### config.mk
export PLATFORM = sky130hd
export DESIGN_NAME = packed_page_string_store_core
export DESIGN_NICKNAME = d
export VERILOG_FILES = /design/src/rtl/ppss_pkg.sv /design/src/rtl/packed_page_string_store_core.sv
export SDC_FILE = /design/constraint.sdc
export NUM_CORES = 2
export LEC_CHECK = 0
export BUFFER_PORTS_ARGS = -buffer_cell sky130_fd_sc_hd__buf_2
export CORE_MARGIN = 1.5
export CORE_UTILIZATION = 25
export CTS_CLUSTER_SIZE = 8
export DETAILED_ROUTE_END_ITERATION = 10
export HOLD_SLACK_MARGIN = 0.15
export SETUP_SLACK_MARGIN = 0.05
export SLEW_MARGIN = 0
export SYNTH_ARGS = -nofsm -noshare
export SYNTH_HDL_FRONTEND = slang
export SYNTH_SLANG_ARGS = --single-unit
### constraint.sdc
create_clock -name clk -period 16.45 [get_ports clk]
set_clock_uncertainty 0.1 [all_clocks]
set_input_delay 0 -clock clk [delete_from_list [all_inputs] [get_ports clk]]
set_output_delay 0 -clock clk [all_outputs]
set_load 0.01 [all_outputs]
### src/rtl/ppss_pkg.sv
//------------------------------------------------------------------------------
// ppss_pkg
// Shared types and codes for the packed page string store.
//------------------------------------------------------------------------------
package ppss_pkg;

	typedef enum logic [1:0] {
		REQ_PUT   = 2'd0,
		REQ_READ  = 2'd1,
		REQ_CLEAR = 2'd2,
		REQ_NONE  = 2'd3
	} req_t;

	typedef enum logic [1:0] {
		ST_OK    = 2'd0,
		ST_OVFL  = 2'd1,
		ST_BADPG = 2'd2
	} status_t;

endpackage

### src/rtl/packed_page_string_store_core.sv
//------------------------------------------------------------------------------
// packed_page_string_store_core
// Numbered zero-terminated strings packed back to back in one byte memory.
//------------------------------------------------------------------------------
// Usage:
//   s_axis carries one request item: tuser = req_type, tdata = page_sel,
//   char_in, read_index (low bits up), tlast = last_char.
//   m_axis returns one result item per read, clear, final put byte or bad
//   page: tdata = read_byte, page_length, status (low bits up).
//   Non-final put bytes produce no item.
//   A read steps through offset lookup, memory read and result.
//   A commit walks the shifted tail one byte at a time (read then
//   write, as the byte memory is single-port), then writes the new
//   string one byte per cycle.
//   A clear sweeps the byte memory one entry per cycle.
//   Reset runs the same sweep; s_axis_tready stays low until it finishes.
//   A result waits in an output register; while it is not taken, the block
//   accepts no new item. store_size is written through cfg_we/cfg_wdata
//   while idle; that is up to the user, the block itself does not enforce it.
//------------------------------------------------------------------------------
module packed_page_string_store_core
	import ppss_pkg::*;
#(
	parameter int PAGE_COUNT  = 8,
	parameter int STORE_DEPTH = 256,
	parameter int MAX_STRING  = 64
) (
	input  logic        clk,
	input  logic        arst_n,
	input  logic        cfg_we,
	input  logic [8:0]  cfg_wdata,
	input  logic        s_axis_tvalid,
	output logic        s_axis_tready,
	// tdata: page_sel[7:0], char_in[15:8], read_index[23:16]
	input  logic [23:0] s_axis_tdata,
	// tuser: req_type[1:0]
	input  logic [1:0]  s_axis_tuser,
	input  logic        s_axis_tlast,
	output logic        m_axis_tvalid,
	input  logic        m_axis_tready,
	// tdata: read_byte[7:0], page_length[15:8], status[17:16], zero fill
	output logic [23:0] m_axis_tdata
);

	localparam int AW = $clog2(STORE_DEPTH);
	localparam int PW = $clog2(PAGE_COUNT);
	localparam int SW = $clog2(MAX_STRING);
	localparam int CW = $clog2(MAX_STRING + 1);
	localparam int OW = AW + 1;                // offsets up to STORE_DEPTH
	localparam int XW = OW + 2;                // working width with headroom
	localparam logic [XW-1:0] DEPTH_X = XW'(STORE_DEPTH);

	typedef enum logic [3:0] {
		S_CLR, S_IDLE, S_PREP, S_RRD, S_RDAT, S_SHRD, S_SHWR,
		S_OFS, S_WSTR, S_OUT
	} state_t;

	state_t state_q;

	// byte memory
	logic [7:0]    mem [STORE_DEPTH];
	logic [AW-1:0] mem_addr;
	logic [7:0]    mem_wdata;
	logic          mem_we;
	logic [7:0]    mem_rdata_q;

	always_ff @(posedge clk) begin
		if (mem_we) mem[mem_addr] <= mem_wdata;
		mem_rdata_q <= mem[mem_addr];
	end

	// staging memory
	logic [7:0]    stg [MAX_STRING];
	logic [SW-1:0] stg_addr;
	logic          stg_we;
	logic [7:0]    stg_rdata_q;

	always_ff @(posedge clk) begin
		if (stg_we) stg[stg_addr] <= s_axis_tdata[15:8];
		stg_rdata_q <= stg[stg_addr];
	end

	// page tables (small, held in registers)
	logic [OW-1:0] ofs_q [PAGE_COUNT];
	logic [8:0]    len_q [PAGE_COUNT];

	logic [8:0]    size_q;
	logic [CW-1:0] cnt_q;
	logic          drop_q, ended_q;
	logic [PW-1:0] page_q;
	logic [7:0]    idx_q;
	logic [XW-1:0] a_q, diff_q, pos_q, slen_q, end_q, np_q, i_q;
	logic          right_q;
	logic [1:0]    stat_q;
	logic [23:0]   out_q;
	logic          outv_q;
	logic [AW:0]   clr_q;

	// effective store size
	logic [XW-1:0] s_eff;
	always_comb begin
		s_eff = XW'(size_q);
		if (size_q < 9'd2) s_eff = XW'(2);
		if (s_eff > DEPTH_X) s_eff = DEPTH_X;
	end

	logic [1:0] in_req;
	logic [7:0] in_page, in_ch, in_idx;
	assign in_req  = s_axis_tuser;
	assign in_page = s_axis_tdata[7:0];
	assign in_ch   = s_axis_tdata[15:8];
	assign in_idx  = s_axis_tdata[23:16];

	logic acc;
	assign s_axis_tready = (state_q == S_IDLE) && !outv_q;
	assign acc = s_axis_tvalid && s_axis_tready;
	assign m_axis_tvalid = outv_q;
	assign m_axis_tdata  = out_q;

	// derived values for the current page
	logic [XW-1:0] np_x, end_x, nextpos, src_a, len_sat;
	logic          last_pg;
	assign last_pg = (32'(page_q) + 1 >= PAGE_COUNT);
	assign np_x    = last_pg ? '0 : XW'(ofs_q[last_pg ? '0 : page_q + PW'(1)]);
	assign end_x   = XW'(ofs_q[PAGE_COUNT-1]) + XW'(len_q[PAGE_COUNT-1]);
	assign nextpos = pos_q + slen_q + XW'(1);
	assign len_sat = (slen_q > XW'(255)) ? XW'(255) : slen_q;
	// shift source: right shifts walk down from end, left shifts up from np
	assign src_a = a_q;

	// memory / staging port control
	always_comb begin
		mem_addr  = '0;
		mem_wdata = '0;
		mem_we    = 1'b0;
		stg_addr  = SW'(cnt_q);
		stg_we    = 1'b0;
		unique case (state_q)
			S_CLR: begin
				mem_addr = clr_q[AW-1:0];
				mem_we   = 1'b1;
			end
			S_IDLE: begin
				stg_we = acc && (in_req == REQ_PUT) && !ended_q && (in_ch != 8'd0)
				         && (cnt_q < CW'(MAX_STRING));
			end
			S_PREP: begin
				// truncation zeroes the last store byte
				mem_addr  = AW'(s_eff - XW'(1));
				mem_we    = (pos_q + slen_q >= s_eff);
			end
			S_RRD: mem_addr = AW'(a_q);
			S_SHRD: mem_addr = AW'(src_a);
			S_SHWR: begin
				mem_addr  = right_q ? AW'(a_q + diff_q) : AW'(a_q - diff_q);
				mem_wdata = mem_rdata_q;
				mem_we    = right_q ? (a_q + diff_q < s_eff) : 1'b1;
			end
			S_WSTR: begin
				stg_addr  = SW'(i_q);
				mem_addr  = AW'(pos_q + i_q - XW'(1));
				mem_wdata = (i_q - XW'(1) < slen_q) ? stg_rdata_q : 8'd0;
				mem_we    = (i_q != '0) && (pos_q + i_q - XW'(1) < s_eff - XW'(1));
			end
			default: ;
		endcase
	end

	// control
	always_ff @(posedge clk or negedge arst_n) begin
		if (!arst_n) begin
			state_q <= S_CLR;
			clr_q   <= '0;
			size_q  <= 9'd256;
			cnt_q   <= '0;
			drop_q  <= 1'b0;
			ended_q <= 1'b0;
			outv_q  <= 1'b0;
			out_q   <= '0;
			for (int k = 0; k < PAGE_COUNT; k++) begin
				ofs_q[k] <= '0;
				len_q[k] <= '0;
			end
		end else begin
			if (cfg_we) size_q <= cfg_wdata;
			if (outv_q && m_axis_tready) outv_q <= 1'b0;
			unique case (state_q)
				S_CLR: begin
					clr_q <= clr_q + 1'b1;
					if (32'(clr_q) == STORE_DEPTH - 1) begin
						state_q <= S_IDLE;
					end
				end
				S_IDLE: if (acc) begin
					page_q <= PW'(in_page);
					idx_q  <= in_idx;
					stat_q <= ST_OK;
					case (in_req)
						REQ_PUT: begin
							if (!ended_q) begin
								if (in_ch == 8'd0) ended_q <= 1'b1;
								else if (cnt_q < CW'(MAX_STRING)) cnt_q <= cnt_q + 1'b1;
								else drop_q <= 1'b1;
							end
							if (s_axis_tlast) begin
								if (32'(in_page) >= PAGE_COUNT) begin
									out_q   <= {6'd0, ST_BADPG, 16'd0};
									outv_q  <= 1'b1;
									cnt_q   <= '0;
									drop_q  <= 1'b0;
									ended_q <= 1'b0;
								end else begin
									state_q <= S_PREP;
								end
							end
						end
						REQ_READ: begin
							if (32'(in_page) >= PAGE_COUNT) begin
								out_q  <= {6'd0, ST_BADPG, 16'd0};
								outv_q <= 1'b1;
							end else begin
								a_q <= XW'(ofs_q[PW'(in_page)]) + XW'(in_idx);
								state_q <= S_RRD;
							end
						end
						REQ_CLEAR: begin
							for (int k = 0; k < PAGE_COUNT; k++) begin
								ofs_q[k] <= '0;
								len_q[k] <= '0;
							end
							cnt_q   <= '0;
							drop_q  <= 1'b0;
							ended_q <= 1'b0;
							clr_q   <= '0;
							out_q   <= '0;
							outv_q  <= 1'b1;
							state_q <= S_CLR;
						end
						default: ;
					endcase
				end
				S_RRD: state_q <= S_RDAT;
				S_RDAT: begin
					out_q[7:0] <= (XW'(idx_q) < XW'(len_q[page_q]) && a_q < s_eff)
					              ? mem_rdata_q : 8'd0;
					out_q[15:8]  <= (len_q[page_q] > 9'd255) ? 8'd255 : len_q[page_q][7:0];
					out_q[23:16] <= {6'd0, ST_OK};
					outv_q  <= 1'b1;
					state_q <= S_IDLE;
				end
				S_PREP: begin
					// decide truncation (the block below trims slen_q); pos_q/slen_q
					// were loaded there when the final byte was taken
					state_q <= S_OFS;
				end
				S_OFS: begin
					// set up shift, go straight to string write, or report overflow
					i_q <= '0;
					if (pos_q >= s_eff) begin
						out_q   <= {6'd0, ST_OVFL, len_q[page_q] > 9'd255 ? 8'd255
						            : len_q[page_q][7:0], 8'd0};
						state_q <= S_OUT;
					end else if (last_pg || np_x == nextpos) begin
						state_q <= S_WSTR;
					end else if (np_x < nextpos) begin
						right_q <= 1'b1;
						diff_q  <= nextpos - np_x;
						np_q    <= np_x;
						end_q   <= end_x;
						a_q     <= end_x;
						state_q <= (np_x <= end_x) ? S_SHRD : S_WSTR;
						for (int k = 0; k < PAGE_COUNT; k++)
							if (k > 32'(page_q)) begin
								ofs_q[k] <= (XW'(ofs_q[k]) + nextpos - np_x > s_eff)
								            ? OW'(s_eff) : OW'(XW'(ofs_q[k]) + nextpos - np_x);
							end
					end else begin
						right_q <= 1'b0;
						diff_q  <= np_x - nextpos;
						np_q    <= np_x;
						end_q   <= end_x;
						a_q     <= np_x;
						state_q <= (np_x <= end_x && np_x < s_eff) ? S_SHRD : S_WSTR;
						for (int k = 0; k < PAGE_COUNT; k++)
							if (k > 32'(page_q)) begin
								ofs_q[k] <= (XW'(ofs_q[k]) > np_x - nextpos)
								            ? OW'(XW'(ofs_q[k]) - (np_x - nextpos)) : '0;
							end
					end
				end
				S_SHRD: state_q <= S_SHWR;
				S_SHWR: begin
					if (right_q) begin
						if (a_q + diff_q >= s_eff && a_q < s_eff && mem_rdata_q != 8'd0)
							stat_q <= ST_OVFL;
						if (a_q == np_q) state_q <= S_WSTR;
						else begin
							a_q <= a_q - XW'(1);
							state_q <= S_SHRD;
						end
					end else begin
						if (a_q == end_q || a_q + XW'(1) >= s_eff) state_q <= S_WSTR;
						else begin
							a_q <= a_q + XW'(1);
							state_q <= S_SHRD;
						end
					end
				end
				S_WSTR: begin
					// i_q leads the write index by one, as the staging read is registered
					i_q <= i_q + XW'(1);
					if (i_q == slen_q + XW'(1)) begin
						len_q[page_q] <= 9'(slen_q);
						for (int k = 0; k < PAGE_COUNT; k++)
							if (k > 32'(page_q) && XW'(ofs_q[k]) == pos_q)
								ofs_q[k] <= OW'(nextpos);
						out_q   <= {6'd0, stat_q, len_sat[7:0], 8'd0};
						state_q <= S_OUT;
					end
				end
				S_OUT: begin
					outv_q  <= 1'b1;
					cnt_q   <= '0;
					drop_q  <= 1'b0;
					ended_q <= 1'b0;
					state_q <= S_IDLE;
				end
				default: state_q <= S_IDLE;
			endcase
			// commit geometry is set in the cycle the final byte is taken
			if (state_q == S_IDLE && acc && in_req == REQ_PUT && s_axis_tlast
			    && 32'(in_page) < PAGE_COUNT) begin
				pos_q <= XW'(ofs_q[PW'(in_page)]);
				slen_q <= XW'(cnt_q) + XW'((!ended_q && in_ch != 8'd0
				          && cnt_q < CW'(MAX_STRING)) ? 1 : 0);
			end
			if (state_q == S_PREP) begin
				if (drop_q) stat_q <= ST_OVFL;
				if (pos_q + slen_q >= s_eff) begin
					stat_q <= ST_OVFL;
					if (pos_q < s_eff) slen_q <= s_eff - pos_q - XW'(1);
				end
			end
		end
	end

endmodule
**Yosys cells after proc, flatten, opt, wreduce, memory -nomap -nowiden**

Memory sizes are Yosys's and may differ from the RTL's. A register that Yosys moved wholly into a read port is not among the register bits.
Cells that the tools add are included.

- Add/subtract/negate cells: 44
- Magnitude comparators: 46
- Equality and inequality tests: 53
- Mux-type cells: 157
- Bitwise operators: 5
- Reductions and logical operators: 62

Operator list:

| operator | count |
|---|---|
| $mux W9 | 46 |
| $mux W63 | 6 |
| $mux W72 | 3 |
| $pmux W63 S3 | 1 |
| $mux W11 | 14 |
| $pmux W72 S2 | 1 |
| $mux W24 | 5 |
| $add A9 B11 Y11 | 9 |
| $sub A11 B9 Y11 | 9 |
| $pmux W24 S4 | 1 |
| $bmux W9 S3 | 3 |
| $gt A11 B11 Y1 | 7 |
| $gt A9 B11 Y1 | 7 |
| $bwmux W72 | 1 |
| $pmux W24 S3 | 1 |
| $eq A9 B9 Y1 | 7 |
| $sub A9 B9 Y9 | 7 |
| $mux W4 | 14 |
| $reduce_and A8 Y1 | 7 |
| $sub A11 B1 Y11 const B | 5 |
| $add A11 B1 Y11 const B | 4 |
| $lt A11 B11 Y1 | 4 |
| $mux W7 | 6 |
| $ne A2 B2 Y1 const B | 21 |
| 79 further kinds | 178 |

- Register bits: 280
- RAM bits: 2,560
- Word-level logic and storage cells: 403
- Memories: 2

Memory list:

| memory | words | width | rd ports | clocked after memory_dff | wr ports | line | source |
|---|---|---|---|---|---|---|---|
| mem | 256 | 8 | 1 | 1 | 1 | packed_page_string_store_core.sv:61 | `logic [7:0] mem [STORE_DEPTH];` |
| stg | 64 | 8 | 1 | 1 | 1 | packed_page_string_store_core.sv:73 | `logic [7:0] stg [MAX_STRING];` |

**Logic depth before layout (Yosys ltp)**

- Depth after elaboration: 16
- Mapped depth: 34

**Worst setup path before layout**

No wires, ideal clock.

- Path kind: register -> register
- Start: register i_q[0]
- End: memory mem[0][0] (data pin)
- Arrival: 12,557 ps
- Required time: 14,162 ps
- Setup slack: 1,604 ps
- Stages on the path, launching flop included: 16
- Period minus slack after synthesis: 14,846 ps
- Cells stage by stage: edfxtp_1 -> inv_1 -> ha_1 -> inv_1 -> ha_1 -> nor2b_1 -> o21a_1 -> o21a_1 -> o21a_1 -> o21a_1 -> o21a_1 -> o21a_1 -> o21a_1 -> o21ai_0 -> a21oi_1 -> o21ai_0

- Cells in the longest elaborated chain, start to end: 4

RTL lines:

| item | line | source |
|---|---|---|
| start: declaration | packed_page_string_store_core.sv:92 | `logic [XW-1:0] a_q, diff_q, pos_q, slen_q, end_q, np_q, i_q;` |
| start signal: assignment | packed_page_string_store_core.sv:311 | `i_q <= i_q + XW'(1);` |
| $sub A11 B1 Y11 | packed_page_string_store_core.sv:162 | `mem_wdata = (i_q - XW'(1) < slen_q) ? stg_rdata_q : 8'd0;` |
| $lt A11 B11 Y1 | packed_page_string_store_core.sv:162 |  |
| $mux W8 | packed_page_string_store_core.sv:162 |  |
| $pmux W8 S2 | packed_page_string_store_core.sv:138 | `unique case (state_q)` |
| via mem_wdata[0] | packed_page_string_store_core.sv:63 | `logic [7:0] mem_wdata;` |
| end: declaration | packed_page_string_store_core.sv:61 |  |

The timed path passes the listed nets, and every way through them passes these cells.

**Worst setup path after layout**

- Start: register page_q[1]
- End: register ofs_q[29] (netlist bit)

- Cells in the longest elaborated chain, start to end: 16
- Elaborated cells between the ends (all ways): 31
- Those cells by class: add/sub (5); order compare (5); eq/ne (4); mux (13); bitwise (1); reduce/logical (3)

RTL lines:

| item | line | source |
|---|---|---|
| start: declaration | packed_page_string_store_core.sv:90 | `logic [PW-1:0] page_q;` |
| start signal: assignment | packed_page_string_store_core.sv:195 | `page_q <= PW'(in_page);` |
| $add A3 B1 Y4 | packed_page_string_store_core.sv:123 | `assign last_pg = (32'(page_q) + 1 >= PAGE_COUNT);` |
| $ge A4 B4 Y1 | packed_page_string_store_core.sv:123 |  |
| $mux W3 | packed_page_string_store_core.sv:124 | `assign np_x = last_pg ? '0 : XW'(ofs_q[last_pg ? '0 : page_q + PW'(1)]);` |
| $not A3 Y4 | packed_page_string_store_core.sv:124 |  |
| $bmux W9 S3 | packed_page_string_store_core.sv:124 |  |
| $mux W9 (2 in a row) | packed_page_string_store_core.sv:124 |  |
| $mux W9 * | packed_page_string_store_core.sv:124 |  |
| via np_x[1] | packed_page_string_store_core.sv:121 | `logic [XW-1:0] np_x, end_x, nextpos, src_a, len_sat;` |
| $sub A9 B11 Y11 / $sub A11 B9 Y11 (equally long branches) | packed_page_string_store_core.sv:287, packed_page_string_store_core.sv:275 |  |
| $sub A9 B9 Y9, or another cell as far along | packed_page_string_store_core.sv:287 | `? OW'(XW'(ofs_q[k]) - (np_x - nextpos)) : '0;` |
| $mux W9, on equally long branches | packed_page_string_store_core.sv:287, packed_page_string_store_core.sv:275 |  |
| $mux W9, on equally long branches | packed_page_string_store_core.sv:285, packed_page_string_store_core.sv:273 |  |
| $mux W63 | packed_page_string_store_core.sv:265 | `end else if (np_x < nextpos) begin` |
| $mux W63 | packed_page_string_store_core.sv:263 | `end else if (last_pg \|\| np_x == nextpos) begin` |
| $mux W63 | packed_page_string_store_core.sv:259 | `if (pos_q >= s_eff) begin` |
| $pmux W63 S3 | packed_page_string_store_core.sv:187 | `unique case (state_q)` |
| end signal: indexed assignment | packed_page_string_store_core.sv:274 | `ofs_q[k] <= (XW'(ofs_q[k]) + nextpos - np_x > s_eff)` |
| end signal: indexed assignment | packed_page_string_store_core.sv:286 | `ofs_q[k] <= (XW'(ofs_q[k]) > np_x - nextpos)` |
| end signal: indexed assignment | packed_page_string_store_core.sv:316 | `ofs_q[k] <= OW'(nextpos);` |
| end: declaration | packed_page_string_store_core.sv:84 | `logic [OW-1:0] ofs_q [PAGE_COUNT];` |

The timed path passes the listed nets; every way through them passes the cells marked *. The select of a mux whose other input is x is not followed.
A chain may end at the register's enable or synchronous reset.

==> results summary <==
The worst hold slack across all endpoints is around 0.24 ns. The power spent charging and discharging nets came out at 15.6 mW. The wire length of the first global-routing pass came out at around 640000 µm. The final net count came out at between 10k and 15k. The mean instance size in the synthesized netlist is around 12 µm². The fraction of registers with async set or reset after synthesis came out at ~6.5%. The area of the mapped netlist came out at ~130000 µm².

The total routed wirelength came out at roughly 440000 µm. The total global routing overflow came out at 0. The top-level port count came out at between 60 and 70. The startpoint of the worst-slack reg-to-reg timing path is page_q[1]. The clock tree synthesis step divided the H-tree into 5 levels. The number of buffers added for setup after CTS is 0. Sequential cells burn 25.0% of the power. For this configuration, the core starts out at a cell density of between 20% and 30%. In this run the remaining antenna-violating nets after routing total 0.

The first-pass detailed-route iteration total is 8. The largest single stage delay on the critical path is between 1 and 1.5 ns. The number of clock buffers added by TritonCTS is 400. The number of warnings printed during yosys synthesis came out at 0. The layout cell share with drive strength beyond 1 came out at a little under a tenth.

The flow ran to the end, and the final reports show no timing, DRC or antenna violations. Timing analysis after detailed placement gives a worst setup slack of 7.29 ns. The data required time at the worst endpoint came out at around 17 ns. The latest clock arrival within the worst-skew pair came out at approximately 0.90 ns. Counting both buffers and inverters, the worst setup path holds a total of 2. The path class of the tightest hold or removal check is primary input to register. Clock-pin slew was measured on the worst setup and hold paths at approximately 0.06 ns. Summed over all failing endpoints, the final setup total negative slack is 0 ns. The number of distinct library cells after synthesis is 118. The maximum vdd ir drop came out at ~0.22 mV. The number of violations of the max-capacitance limit came out at 0.

The area inside the core boundary came out at 530000 µm². The detailed-route via count is around 95k. Timing would allow up to between 100 and 150 MHz. Setup repair after global routing left no endpoint under its margin. The via count of the first global-routing pass was between 90k and 100k.

The cell class contributing the biggest share of worst-path delay is compound AO/OA/AOI/OAI gates. The first-iteration detailed-routing DRC count is between 10k and 15k. The mean routed wirelength per cell came out at ~24 µm. The remaining max-slew budget at the tightest pin is under 10%. The wire-length estimate of the detail-placed layout is 269000 µm. By count the netlist is led by sky130_fd_sc_hd__edfxtp_1, sky130_fd_sc_hd__nand2_1, sky130_fd_sc_hd__nand3_1. The total of buffers placed on input and output ports is 60.

STA classifies the critical path startpoint as a register. sky130_fd_sc_hd__edfxtp_1 is the most common cell in the netlist. The site row count is approximately 270.

The biggest area contributor in the post-synthesis netlist is sky130_fd_sc_hd__edfxtp_1. The startpoint identified for the worst hold timing path is s_axis_tdata[23]. The cell sitting at the root of the clock tree is a sky130_fd_sc_hd__clkbuf_16.

The die is around 730 µm wide. Entering global routing, the biggest net connects around 220 pins. The buffer depth of the longest clock path came out at 4. In the synthesized netlist the dominant register cell turns out to be sky130_fd_sc_hd__edfxtp_1. The die height came out at between 700 and 800 µm. TritonCTS built the clock tree.

The switching power as a share of total power is a little under half. The worst setup slack after layout came out at 6.96 ns. The hold violation total from the final report is 0.

At the worst endpoint, the arrival time is between 10 and 15 ns. In the routed design, unresolved DRC markers number 0. Power spread over the standard cell area amounts to about 220 nW/µm². The max-slew violation count is 0. The maximum fanout along the worst path is 25. The global routing usage summed across all routing layers came out at around 16%. The power share of the clock group came out at 21.5%.

The post-route clock period utilization is between 50% and 60%. At the end of routability-driven placement, the weighted congestion stood at about 0.94. The area growth from synthesis to layout is 15.7%. By area the synthesized netlist is led by sky130_fd_sc_hd__edfxtp_1, sky130_fd_sc_hd__nand2_1, sky130_fd_sc_hd__nand3_1. In this run the static leakage power is 52.3 nW.

The internal cell power is around 19 mW. The portion of the post-synthesis area used by sequential elements came out at ~63%. The detail-routed via count per cell came out at approximately 5. The instance count of the mapped netlist came out at around 11k. For the pin with the worst max-slew slack, the measured transition is between 1 and 1.5 ns.

The number of synthesized register bits is ~2.8k. The number of fill cells is ~53k. The startpoint of the most critical setup path is page_q[1]. The share of Yosys cell area claimed by the top area cell type is approximately three fifths. The number of antenna violations at the first check in global routing came out at 27.

Traced cell by cell, the critical path runs through clkinv_1 > ha_1 > nor2b_1 > a22oi_1 > o21ai_0 > inv_1 > fa_1 > fa_1 > a21o_1 > a21oi_1 > nor2b_1 > o21a_1 > o41ai_1 > xnor2_1 > ha_1 > a2111oi_0 > a211o_1 > nand3_1 > mux2_2 > a21oi_1 > a31oi_1. The clock sink count is approximately 2.8k. Yosys mapped a number of flops with a built-in enable equal to roughly 2.6k.

The slowest stage of the critical path belongs to the cell sky130_fd_sc_hd__ha_1. The kind of capture point of the worst setup path is a register. By startpoint and endpoint, the worst setup path is classified as register to register. The number of setup violations in the final report is 0.

The combinational share of power came out at between 50 and 60%. The die area is between 500000 and 600000 µm². The clock period could shrink to ~9.5 ns.
## power groups by stage
stage	registers [mW]	logic, mW	clock network (mW)
floorplan	8.58	12.1	0
global placement	8.68	17.9	0
detailed placement	8.69	17.9	0
CTS	8.55	18.0	7.46
global route	8.57	19.8	7.73
finish	8.57	18.3	7.38
## per-layer routing
| layer | GRT usage, % | part of all wire [%] | up-vias |
|---|---|---|---|
| li1 | - | - | 41600 |
| met1 | 20.9 | 40 | 47400 |
| met2 | 24.7 | 46 | 4664 |
| met3 | 2.82 | 8.9 | 996 |
| met4 | 7.16 | 5.0 | 12 |
| met5 | 0 | 0.017 | - |
## flip-flops by register name, indices dropped and copies added, names as in the netlist, 9 cells and up
| signal | count |
|---|---|
| a_q | 11 |
| clr_q | 9 |
| diff_q | 11 |
| end_q | 10 |
| i_q | 11 |
| len_q | 72 |
| m_axis_tdata | 18 |
| mem | 2048 |
| np_q | 9 |
| ofs_q | 63 |
| pos_q | 9 |
| size_q | 9 |
| slen_q | 11 |
| stg | 512 |
## worst paths after layout
kind	endpoint	slack (ns)	cells after the start
max	ofs_q[29]	6.96	21
min	a_q[7]	0.24	5
max reg2reg	ofs_q[29]	6.96	21
min reg2reg	clr_q[8]	0.38	2
max in group asynchronous	ofs_q[59]	15.00	4
min in group asynchronous	ofs_q[52]	0.33	4
## layout make-up
type / count / area [µm²] / area share, %
flip-flops and latches: 2847 / 84400 / 54.8
multi-input cells: 7253 / 45000 / 29.2
clock buffers: 483 / 10500 / 6.81
well taps: 6994 / 8750 / 5.68
repair buffers: 436 / 3580 / 2.32
inverters: 375 / 1420 / 0.919
clock inverters: 19 / 315 / 0.205
diodes: 23 / 57.6 / 0.0374
## cells in the final DEF (no fill, tap or decap), drive strengths merged, types with 21 or more instances in the layout
cell,instances
a21oi,357
o21a,65
xnor2,207
clkbuf,483
o211ai,21
ha,398
nand3,1049
xor2,95
a21o,53
nor3,121
buf,361
diode,23
mux4,40
o21ai,242
mux2i,47
a31oi,236
nand2b,43
a22o,114
a311oi,200
nand4,83
mux2,64
and3,181
o21bai,25
a22oi,185
a41oi,30
or3,25
dlygate4sd3,75
fa,79
a221oi,59
dfrtp,184
nor4,114
edfxtp,2646
nor2b,64
inv,375
nor2,500
a211oi,90
nand2,2174
o22ai,35
## logic make-up (layout without fill, tap and decap cells)
family | after synthesis | after routing | synth area share, %
DFF | 2847 | 2847 | 63.4
other | 2 | 30 | 0.00564
and+or+nand+nor | 4456 | 4456 | 15.0
AOI/OAI and AO/OA | 1860 | 1860 | 9.74
muxes | 151 | 151 | 1.57
adders and majority gates | 477 | 477 | 4.93
buffers and inverters | 1064 | 1313 | 3.40
xor gates and xnor gates | 302 | 302 | 1.99
## metrics by stage
stage | total power, mW | instance area, µm² | cells | util, %
3_5_place_dp | 26.6 | 142000 | 17800 | 26.9
2_1_floorplan | 20.7 | 133000 | 11200 | -
3_3_place_gp | 26.5 | 142000 | 17800 | 26.9
4_1_cts | 34.0 | 154000 | 18400 | 29.1
6_report | 34.3 | 154000 | 18400 | 29.1
5_1_grt | 36.1 | 154000 | 18400 | 29.1
## worst min-delay path, cell delays in order
cell,delay (ns)
sky130_fd_sc_hd__dlygate4sd3_1,0.53
sky130_fd_sc_hd__buf_2,0.17
sky130_fd_sc_hd__ha_1,0.20
sky130_fd_sc_hd__xor2_1,0.09
sky130_fd_sc_hd__a21oi_1,0.13
## timing repair
action	4_1_cts	5_1_grt
hold endpoints to repair	854	0
hold buffers	76	0
resized for setup	0	0
Power figures use the tool's default switching activity.
